==> config.mk <==
export PLATFORM = sky130hd
export DESIGN_NAME = particle_euler_step_with_extent_core_flat
export DESIGN_NICKNAME = d
export VERILOG_FILES = /design/src/pes_pkg.sv /design/src/pes_if.sv /design/src/pes_front.sv /design/src/pes_div.sv /design/src/pes_back.sv /design/src/particle_euler_step_with_extent_core.sv /design/src/flat_wrapper.sv
export SDC_FILE = /design/constraint.sdc
export NUM_CORES = 2
export LEC_CHECK = 0
export ABC_CLOCK_PERIOD_IN_PS = 19920
export BUFFER_PORTS_ARGS = -buffer_cell sky130_fd_sc_hd__buf_2
export CORE_ASPECT_RATIO = 0.7
export CORE_MARGIN = 4
export CORE_UTILIZATION = 65
export CTS_BUF_LIST = sky130_fd_sc_hd__clkbuf_16
export CTS_CLUSTER_DIAMETER = 50
export DETAILED_ROUTE_END_ITERATION = 10
export MAX_ROUTING_LAYER = met4
export PLACE_DENSITY = 0.85
export SYNTH_ARGS = -nofsm -noshare
export SYNTH_HDL_FRONTEND = slang
export SYNTH_SLANG_ARGS = --single-unit
==> constraint.sdc <==
create_clock -name clk_i -period 19.92 [get_ports clk_i]
set_input_delay 1.992 -clock clk_i [delete_from_list [all_inputs] [get_ports clk_i]]
set_output_delay 1.992 -clock clk_i [all_outputs]
set_load 0.03 [all_outputs]
==> src/pes_pkg.sv <==
`default_nettype none
package pes_pkg;

  localparam int unsigned FracBits = 16;
  localparam int unsigned DivBits  = 32 + FracBits;
  localparam int unsigned DivCntW  = $clog2(DivBits + 1);
  localparam int unsigned QueueDepth = 2;

  localparam logic signed [31:0] MaxVal = 32'sh7FFF_FFFF;
  localparam logic signed [31:0] MinVal = 32'sh8000_0000;

  typedef struct packed {
    logic signed [31:0] pos_x;
    logic signed [31:0] pos_y;
    logic signed [31:0] vel_x;
    logic signed [31:0] vel_y;
    logic signed [31:0] force_x;
    logic signed [31:0] force_y;
    logic        [31:0] mass;
    logic signed [31:0] age;
    logic        [31:0] time_step;
    logic               first_of_frame;
  } in_item_t;

  typedef struct packed {
    logic signed [31:0] new_pos_x;
    logic signed [31:0] new_pos_y;
    logic signed [31:0] new_vel_x;
    logic signed [31:0] new_vel_y;
    logic signed [31:0] new_age;
    logic               alive;
    logic signed [31:0] box_min_x;
    logic signed [31:0] box_min_y;
    logic signed [31:0] box_max_x;
    logic signed [31:0] box_max_y;
  } out_item_t;

  // Classified work handed from the front to the back.
  typedef struct packed {
    logic signed [31:0] pos_x;
    logic signed [31:0] pos_y;
    logic signed [31:0] vel_x;
    logic signed [31:0] vel_y;
    logic signed [31:0] force_x;
    logic signed [31:0] force_y;
    logic        [31:0] mass;
    logic        [31:0] time_step;
    logic signed [31:0] new_age;
    logic               alive;
    logic               first_of_frame;
  } work_t;

  typedef enum logic [3:0] {
    StIdle, StDivX, StDivY, StVelX, StVelY, StVelSum, StPosX, StPosY, StPosSum, StOut
  } back_state_e;

  function automatic logic signed [31:0] sat32(input logic signed [33:0] v);
    if (v > 34'sd2147483647) return MaxVal;
    if (v < -34'sd2147483648) return MinVal;
    return v[31:0];
  endfunction

endpackage
`default_nettype wire

==> src/pes_if.sv <==
`default_nettype none
interface pes_in_if;
  logic valid;
  logic ready;
  pes_pkg::in_item_t data;
  modport source (output valid, output data, input ready);
  modport sink   (input valid, input data, output ready);
endinterface

interface pes_out_if;
  logic valid;
  logic ready;
  pes_pkg::out_item_t data;
  modport source (output valid, output data, input ready);
  modport sink   (input valid, input data, output ready);
endinterface
`default_nettype wire

==> src/pes_front.sv <==
`default_nettype none
module pes_front (
  input  wire logic             clk_i,
  input  wire logic             rst_ni,
  input  wire logic             in_valid_i,
  output logic                  in_ready_o,
  input  wire pes_pkg::in_item_t in_data_i,
  output logic                  q_valid_o,
  input  wire logic             q_ready_i,
  output pes_pkg::work_t        q_data_o
);

  logic signed [33:0] age_diff;
  logic signed [31:0] nage;
  pes_pkg::work_t     work;
  pes_pkg::work_t     mem_q [pes_pkg::QueueDepth];
  logic [0:0]         wr_ptr_q, rd_ptr_q;
  logic [1:0]         count_q;
  logic               push, pop;

  // Age update and liveness classification.
  always_comb begin
    age_diff = {{2{in_data_i.age[31]}}, in_data_i.age} - {2'b00, in_data_i.time_step};
    nage = pes_pkg::sat32(age_diff);
    work.pos_x = in_data_i.pos_x;
    work.pos_y = in_data_i.pos_y;
    work.vel_x = in_data_i.vel_x;
    work.vel_y = in_data_i.vel_y;
    work.force_x = in_data_i.force_x;
    work.force_y = in_data_i.force_y;
    work.mass = in_data_i.mass;
    work.time_step = in_data_i.time_step;
    work.new_age = nage;
    work.alive = (nage > 32'sd0);
    work.first_of_frame = in_data_i.first_of_frame;
  end

  assign in_ready_o = (count_q != 2'd2);
  assign push = in_valid_i && in_ready_o;
  assign pop = q_valid_o && q_ready_i;
  assign q_valid_o = (count_q != 2'd0);
  assign q_data_o = mem_q[rd_ptr_q];

  // Two-entry queue toward the back.
  always_ff @(posedge clk_i) begin
    if (push) begin
      mem_q[wr_ptr_q] <= work;
    end
  end

  always_ff @(posedge clk_i or negedge rst_ni) begin
    if (!rst_ni) begin
      wr_ptr_q <= 1'b0;
      rd_ptr_q <= 1'b0;
      count_q <= 2'd0;
    end else begin
      if (push) wr_ptr_q <= wr_ptr_q + 1'b1;
      if (pop) rd_ptr_q <= rd_ptr_q + 1'b1;
      count_q <= count_q + {1'b0, push} - {1'b0, pop};
    end
  end

endmodule
`default_nettype wire

==> src/pes_div.sv <==
`default_nettype none
module pes_div (
  input  wire logic        clk_i,
  input  wire logic        rst_ni,
  input  wire logic        start_i,
  input  wire logic signed [31:0] force_i,
  input  wire logic [31:0] mass_i,
  output logic             done_o,
  output logic signed [31:0] quot_o
);

  localparam int unsigned NB = pes_pkg::DivBits;

  logic [NB-1:0]  num_q;
  logic [NB-1:0]  quo_q;
  logic [32:0]    rem_q;
  logic [31:0]    den_q;
  logic           neg_q, busy_q;
  logic           zero_q;
  logic [pes_pkg::DivCntW-1:0] cnt_q;
  logic [32:0]    rem_sh;
  logic           fit;
  logic [31:0]    mag;
  logic [NB:0]    qsat;

  assign mag = force_i[31] ? (32'd0 - force_i) : force_i;
  assign rem_sh = {rem_q[31:0], num_q[NB-1]};
  assign fit = (rem_sh >= {1'b0, den_q});

  // Restoring division, one quotient bit per cycle.
  always_ff @(posedge clk_i or negedge rst_ni) begin
    if (!rst_ni) begin
      busy_q <= 1'b0;
      done_o <= 1'b0;
      cnt_q <= '0;
    end else begin
      done_o <= 1'b0;
      if (start_i) begin
        busy_q <= 1'b1;
        cnt_q <= pes_pkg::DivCntW'(NB);
      end else if (busy_q) begin
        cnt_q <= cnt_q - 1'b1;
        if (cnt_q == pes_pkg::DivCntW'(1)) begin
          busy_q <= 1'b0;
          done_o <= 1'b1;
        end
      end
    end
  end

  always_ff @(posedge clk_i) begin
    if (start_i) begin
      num_q <= {mag, {pes_pkg::FracBits{1'b0}}};
      den_q <= mass_i;
      neg_q <= force_i[31];
      zero_q <= (mag == 32'd0);
      rem_q <= '0;
      quo_q <= '0;
    end else if (busy_q) begin
      num_q <= num_q << 1;
      rem_q <= fit ? (rem_sh - {1'b0, den_q}) : rem_sh;
      quo_q <= {quo_q[NB-2:0], fit};
    end
  end

  // Sign and saturation of the quotient; a zero force always gives zero,
  // even over a zero mass.
  always_comb begin
    qsat = {1'b0, quo_q};
    if (zero_q) begin
      quot_o = '0;
    end else if (neg_q) begin
      quot_o = (qsat >= (NB+1)'(33'h0_8000_0000)) ? pes_pkg::MinVal
             : -$signed(quo_q[31:0]);
    end else begin
      quot_o = (qsat >= (NB+1)'(33'h0_8000_0000)) ? pes_pkg::MaxVal
             : $signed(quo_q[31:0]);
    end
  end

endmodule
`default_nettype wire

==> src/pes_back.sv <==
`default_nettype none
module pes_back (
  input  wire logic           clk_i,
  input  wire logic           rst_ni,
  input  wire logic           q_valid_i,
  output logic                q_ready_o,
  input  wire pes_pkg::work_t q_data_i,
  output logic                out_valid_o,
  input  wire logic           out_ready_i,
  output pes_pkg::out_item_t  out_data_o
);

  pes_pkg::back_state_e state_q, state_d;
  pes_pkg::work_t w_q;
  logic signed [31:0] ax_q, ay_q, vx_q, vy_q, px_q, py_q;
  logic signed [31:0] min_x_q, min_y_q, max_x_q, max_y_q;
  logic signed [33:0] prod_q;
  logic signed [33:0] prod_y_q;
  logic               div_start, div_done;
  logic signed [31:0] div_force, div_quot;
  logic [31:0]        div_mass;
  logic signed [31:0] mul_a;
  logic [31:0]        mul_mag;
  logic [63:0]        mul_full;
  logic [63:0]        mul_sh;
  logic [32:0]        mul_clip;
  logic signed [33:0] mul_res;
  logic               take, out_load;
  logic signed [31:0] bminx, bminy, bmaxx, bmaxy;

  assign take = q_valid_i && q_ready_o;

  // The x division starts as the item is taken, the y division as x ends.
  assign div_force = (state_q == pes_pkg::StIdle) ? q_data_i.force_x : w_q.force_y;
  assign div_mass  = (state_q == pes_pkg::StIdle) ? q_data_i.mass : w_q.mass;

  pes_div u_div (
    .clk_i   (clk_i),
    .rst_ni  (rst_ni),
    .start_i (div_start),
    .force_i (div_force),
    .mass_i  (div_mass),
    .done_o  (div_done),
    .quot_o  (div_quot)
  );

  // Shared step multiplier: (a * dt) >> FracBits, truncated toward zero.
  // A magnitude beyond 2^32 is clamped there, since it saturates the sum anyway.
  always_comb begin
    unique case (state_q)
      pes_pkg::StVelX: mul_a = ax_q;
      pes_pkg::StVelY: mul_a = ay_q;
      pes_pkg::StPosX: mul_a = vx_q;
      default:         mul_a = vy_q;
    endcase
    mul_mag = mul_a[31] ? (32'd0 - mul_a) : mul_a;
    mul_full = 64'(mul_mag) * 64'(w_q.time_step);
    mul_sh = mul_full >> pes_pkg::FracBits;
    mul_clip = (mul_sh[63:32] != 32'd0) ? 33'h1_0000_0000 : {1'b0, mul_sh[31:0]};
    mul_res = mul_a[31] ? -$signed({1'b0, mul_clip}) : $signed({1'b0, mul_clip});
  end

  // Control sequence for one particle.
  always_comb begin
    state_d = state_q;
    q_ready_o = 1'b0;
    div_start = 1'b0;
    out_load = 1'b0;
    unique case (state_q)
      pes_pkg::StIdle: begin
        q_ready_o = 1'b1;
        if (q_valid_i) state_d = q_data_i.alive ? pes_pkg::StDivX : pes_pkg::StOut;
      end
      pes_pkg::StDivX: if (div_done) state_d = pes_pkg::StDivY;
      pes_pkg::StDivY: if (div_done) state_d = pes_pkg::StVelX;
      pes_pkg::StVelX: state_d = pes_pkg::StVelY;
      pes_pkg::StVelY: state_d = pes_pkg::StVelSum;
      pes_pkg::StVelSum: state_d = pes_pkg::StPosX;
      pes_pkg::StPosX: state_d = pes_pkg::StPosY;
      pes_pkg::StPosY: state_d = pes_pkg::StPosSum;
      pes_pkg::StPosSum: state_d = pes_pkg::StOut;
      pes_pkg::StOut: begin
        if (!out_valid_o || out_ready_i) begin
          out_load = 1'b1;
          state_d = pes_pkg::StIdle;
        end
      end
      default: state_d = pes_pkg::StIdle;
    endcase
    if (take && q_data_i.alive) div_start = 1'b1;
    if (state_q == pes_pkg::StDivX && div_done) div_start = 1'b1;
  end

  always_ff @(posedge clk_i or negedge rst_ni) begin
    if (!rst_ni) state_q <= pes_pkg::StIdle;
    else state_q <= state_d;
  end

  // Working registers; the y division reads its force and mass from the captured item.
  always_ff @(posedge clk_i) begin
    if (take) begin
      w_q <= q_data_i;
      vx_q <= q_data_i.vel_x;
      vy_q <= q_data_i.vel_y;
      px_q <= q_data_i.pos_x;
      py_q <= q_data_i.pos_y;
    end
    if (state_q == pes_pkg::StDivX && div_done) ax_q <= div_quot;
    if (state_q == pes_pkg::StDivY && div_done) ay_q <= div_quot;
    if (state_q == pes_pkg::StVelX || state_q == pes_pkg::StPosX) prod_q <= mul_res;
    if (state_q == pes_pkg::StVelY || state_q == pes_pkg::StPosY) prod_y_q <= mul_res;
    if (state_q == pes_pkg::StVelSum) begin
      vx_q <= pes_pkg::sat32(34'(vx_q) + prod_q);
      vy_q <= pes_pkg::sat32(34'(vy_q) + prod_y_q);
    end
    if (state_q == pes_pkg::StPosSum) begin
      px_q <= pes_pkg::sat32(34'(px_q) + prod_q);
      py_q <= pes_pkg::sat32(34'(py_q) + prod_y_q);
    end
  end

  // Box update applied as the result is loaded.
  always_comb begin
    bminx = w_q.first_of_frame ? pes_pkg::MaxVal : min_x_q;
    bminy = w_q.first_of_frame ? pes_pkg::MaxVal : min_y_q;
    bmaxx = w_q.first_of_frame ? pes_pkg::MinVal : max_x_q;
    bmaxy = w_q.first_of_frame ? pes_pkg::MinVal : max_y_q;
    if (w_q.alive) begin
      if (px_q < bminx) bminx = px_q;
      if (py_q < bminy) bminy = py_q;
      if (px_q > bmaxx) bmaxx = px_q;
      if (py_q > bmaxy) bmaxy = py_q;
    end
  end

  always_ff @(posedge clk_i or negedge rst_ni) begin
    if (!rst_ni) begin
      min_x_q <= pes_pkg::MaxVal;
      min_y_q <= pes_pkg::MaxVal;
      max_x_q <= pes_pkg::MinVal;
      max_y_q <= pes_pkg::MinVal;
      out_valid_o <= 1'b0;
    end else begin
      if (out_load) begin
        min_x_q <= bminx;
        min_y_q <= bminy;
        max_x_q <= bmaxx;
        max_y_q <= bmaxy;
        out_valid_o <= 1'b1;
      end else if (out_ready_i) begin
        out_valid_o <= 1'b0;
      end
    end
  end

  always_ff @(posedge clk_i) begin
    if (out_load) begin
      out_data_o.new_pos_x <= px_q;
      out_data_o.new_pos_y <= py_q;
      out_data_o.new_vel_x <= vx_q;
      out_data_o.new_vel_y <= vy_q;
      out_data_o.new_age <= w_q.new_age;
      out_data_o.alive <= w_q.alive;
      out_data_o.box_min_x <= bminx;
      out_data_o.box_min_y <= bminy;
      out_data_o.box_max_x <= bmaxx;
      out_data_o.box_max_y <= bmaxy;
    end
  end

endmodule
`default_nettype wire

==> src/particle_euler_step_with_extent_core.sv <==
// Path: a dead particle goes from its input through the queue straight to the
// result register; a live one goes through the queue, the bit-serial divider
// run once per axis, the step states VelX, VelY, VelSum, PosX, PosY, PosSum and
// the result register load. The back end holds one particle at a time, and
// output stalls can hold it; a two-entry queue buffers input.
// Reset: rst_ni clears control state and sets the bounding box to empty.
`default_nettype none
module particle_euler_step_with_extent_core (
  input  wire logic clk_i,
  input  wire logic rst_ni,
  pes_in_if.sink    in_if,
  pes_out_if.source out_if
);

  logic           q_valid, q_ready;
  pes_pkg::work_t q_data;

  pes_front u_front (
    .clk_i      (clk_i),
    .rst_ni     (rst_ni),
    .in_valid_i (in_if.valid),
    .in_ready_o (in_if.ready),
    .in_data_i  (in_if.data),
    .q_valid_o  (q_valid),
    .q_ready_i  (q_ready),
    .q_data_o   (q_data)
  );

  pes_back u_back (
    .clk_i       (clk_i),
    .rst_ni      (rst_ni),
    .q_valid_i   (q_valid),
    .q_ready_o   (q_ready),
    .q_data_i    (q_data),
    .out_valid_o (out_if.valid),
    .out_ready_i (out_if.ready),
    .out_data_o  (out_if.data)
  );

`ifndef SYNTHESIS
  // A live result lies inside the box, so its x minimum never exceeds its x maximum.
  a_box_order: assert property (@(posedge clk_i) disable iff (!rst_ni)
    out_if.valid && out_if.data.alive |->
      out_if.data.box_min_x <= out_if.data.box_max_x)
    else $error("box min exceeds max for a live result");
  // A live result has positive age.
  a_alive_age: assert property (@(posedge clk_i) disable iff (!rst_ni)
    out_if.valid && out_if.data.alive |-> out_if.data.new_age > 32'sd0)
    else $error("live result with nonpositive age");
  // Queue handoff happens only when the back end is free.
  a_handoff: assert property (@(posedge clk_i) disable iff (!rst_ni)
    q_valid && q_ready |=> !q_ready)
    else $error("back end took two items in a row");
`endif

endmodule
`default_nettype wire
==> src/flat_wrapper.sv <==
// flat-port wrapper written by rule: the top's interface ports become plain ports
module particle_euler_step_with_extent_core_flat 
  (clk_i, rst_ni, in_if_valid, in_if_data, in_if_ready, out_if_valid, out_if_data, out_if_ready);
  pes_in_if in_if_i ();
  pes_out_if out_if_i ();
  input  wire logic clk_i;
  input  wire logic rst_ni;
  input wire logic [$bits(in_if_i.valid)-1:0] in_if_valid;
  input wire logic [$bits(in_if_i.data)-1:0] in_if_data;
  output wire logic [$bits(in_if_i.ready)-1:0] in_if_ready;
  output wire logic [$bits(out_if_i.valid)-1:0] out_if_valid;
  output wire logic [$bits(out_if_i.data)-1:0] out_if_data;
  input wire logic [$bits(out_if_i.ready)-1:0] out_if_ready;
  assign in_if_i.valid = in_if_valid;
  assign in_if_i.data = in_if_data;
  assign in_if_ready = in_if_i.ready;
  assign out_if_valid = out_if_i.valid;
  assign out_if_data = out_if_i.data;
  assign out_if_i.ready = out_if_ready;
  particle_euler_step_with_extent_core u_core (.clk_i(clk_i), .rst_ni(rst_ni), .in_if(in_if_i), .out_if(out_if_i));
endmodule
==> results.toml <==
[run_status]
status = "completed"

[yosys]
ys_seq_area_frac = 0.420
synth_edf_count = 1325
yosys_warnings = 0
synthArstFlopShare = 0.0935
netlist_instances = 9503
synth_fa_ha_area_frac = 0.237
synth_cell_types = 97
synth_top_family_by_area = "adder cells"
synthMuxAreaShare = 0.0584
yosys.area_share.simple = 0.121
synth.avg_cell_area_um2 = 11.3
syn_area_um2 = 107000
ys.flop_type = "edfxtp_1"
syn-num-nets = 11300
ys_seq_elements = 1550
synth_xor_xnor_area_share = 0.0235
synth_compound_area_frac = 0.0870

[drt]
detail_route.iter0.violations = 9742
antenna_left = 0
first_pass_iters = 7
vias_per_cell = 6.31
routedWlPerCell_um = 24.9
drc_errors = 0
via_count = 77900
wirelength_um = 307000

[worst_setup_path]
endpoint_kind = "flop"
max_stage_delay_ps = 940
cp-startpoint = "u_core.u_back.state_q[1]"
timing.setup.critical_path_class = "reg2reg"
crit_required_ps = 20510
cp_slowest_cell = "a222oi_1"
cp_common_cell = "fa_1"
critical_path.max_fanout = 53
worst_setup_path_start_kind = "flop"
arrival_ps = 16420
r2r_start = "u_core.u_back.state_q[1]"

[placement]
dpl-instance-area_um2 = 113000
dp_cells = 12000
place.gp.congestion = 1.02
place.port_buffers = 583
hpwl_um = 228000

[finish]
layout.cells.non_filler = 12300
fillers = 11000
post-route-cell-area_um2 = 118000
final_cell_mix = "1325 x edfxtp_1, 1107 x inv_1, 901 x fa_1"
drive_gt1_frac = 0.132
multi_input_area_um2 = 57100
regArea_um2 = 45100
fin_util = 0.723
nets = 11700
synthToLayoutAreaGrowth_pct = 10.2
final_common_cell = "edfxtp_1"

[clocking]
cts-hold-fix-buffers = 0
clk_transition_reported_paths_ps = 70
worstSkewPairLatency_ps = 840
ctsRootBufferMaster = "clkbuf_16"
post_cts_buffers = 0
numCtsBuffers = 152
cts_tree = "done"
cts_sinks = 1550
htree_levels = 4
clockBufferDepth = 3
cts_resized = 0

[floorplanning]
row_count = 124
start_util = 0.656
dieArea_um2 = 172000
die-height_um = 348
die_w_um = 494
io_pins = 584
core_area_um2 = 164000

[run]
drv_cap = 0

[hold_path]
hold_path.class = "reg2reg"
hold_start = "u_core.u_back.w_q[33]"

[sta]
setup_viol = 0
slew_headroom = 0.0194
fin_crit_sh = 0.794
finalHoldViolations = 0
worstMarginPinSlew_ps = 1470
rsz0062_at_grt = "no"
slew_violations = 0
tns_ps = 0
worst_clock_skew_ps = 78.4
finalCriticalPeriod_ps = 15820
fmax_mhz = 63.2

[global_route]
grt.overflow.total = 0
grt_use_total = 0.367
grt_pass1_vias = 78000
grt_max_degree = 141
grt_antenna_before_repair = 62
grt_pass1_wl_um = 468000
## per-stage QoR
step                worst slack, ps  hold slack (ps)
floorplan                      4870              400
global placement               4980              402
detailed placement             4600              405
CTS                            4490              421
global route                   3350              430
finish                         4100              420
## Yosys cell counts, drive strengths merged (28+ instances only)
cell type  number  area (um2)
a31oi          45         282
dfrtp          81        2030
a221oi         46         409
o22ai          38         238
a21boi         28         210
and3           51         319
clkbuf        400        1500
o31ai          34         269
xor2          114         998
o21a           79         593
a22oi          73         562
or3            44         275
o21bai         34         255
dfxtp          80        1600
o211ai         31         238
inv          1090        4090
a211oi         38         285
a21o          169        1270
nand3          79         400
xnor2         174        1520
edfxtp       1325       39800
nand2         789        2960
dfstp          64        1680
and2          673        4210
nand4          59         369
nor2          494        1850
mux2          205        2310
mux2i         396        3960
nor2b          50         313
nand2b        126         788
fa            901       18000
a21oi         399        2000
o21ai         299        1500
buf            43         201
ha            591        7390
nor3          111         567
## area by class of cell
cell class,instances,area share
Tap cell,2205,0.0233
Multi-Input combinational cell,6419,0.483
Clock buffer,153,0.0323
Timing Repair Buffer,709,0.0329
Sequential cell,1550,0.381
Inverter,1091,0.0346
Antenna cell,75,0.00158
Clock inverter,131,0.0118
## sequential cells by signal (all words and copies together), names as in the netlist, 34 cells and up
name,cells
u_core.u_back.out_data_o,289
u_core.u_back.prod_y_q,34
u_core.u_front.mem_q,580
u_core.u_back.w_q,130
u_core.u_back.u_div.quo_q,48
u_core.u_back.prod_q,34
## critical path, delay by kind of cell, from the launching register on
kind | cells | cell delay, ps
flip-flops | 1 | 910
XOR/XNOR | 1 | 930
AO/OA/AOI/OAI | 11 | 3910
adder cells (fa/ha/maj) | 10 | 4560
multiplexers | 1 | 360
buffers and inverters | 5 | 960
AND/OR/NAND/NOR | 15 | 3840
## per-layer routing
metal / up-vias / routed length, um / track usage
li1: 33400 / - / -
met1: 38700 / 119000 / 0.504
met2: 4877 / 134000 / 0.524
met3: 838 / 37000 / 0.0816
met4: 0 / 16600 / 0.170
met5: - / 0 / -
## worst paths after layout
check / slack, ps / end / cells after the start
min in group asynchronous: 1230 / u_core.u_back.max_x_q[2] / 1
max: 4100 / u_core.u_back.prod_y_q[26] / 43
min reg2reg: 420 / u_core.u_back.out_data_o[160] / 0
max reg2reg: 4100 / u_core.u_back.prod_y_q[26] / 43
min: 420 / u_core.u_back.out_data_o[160] / 0
max in group asynchronous: 17100 / u_core.u_back.max_y_q[28] / 2
## cells by family (layout without fill, tap and decap cells)
group / count (synthesis) / count (layout)
AO/OA/AOI/OAI: 1442 / 1442
adder cells (fa/ha/maj): 1492 / 1492
XOR/XNOR: 288 / 288
flip-flops: 1550 / 1550
multiplexers: 601 / 601
buffers and inverters: 1534 / 2084
other: 0 / 75
AND/OR/NAND/NOR: 2596 / 2596
Power is not shown: default switching activity piles up to over one toggle a cycle in this logic, so the estimate is an artifact.
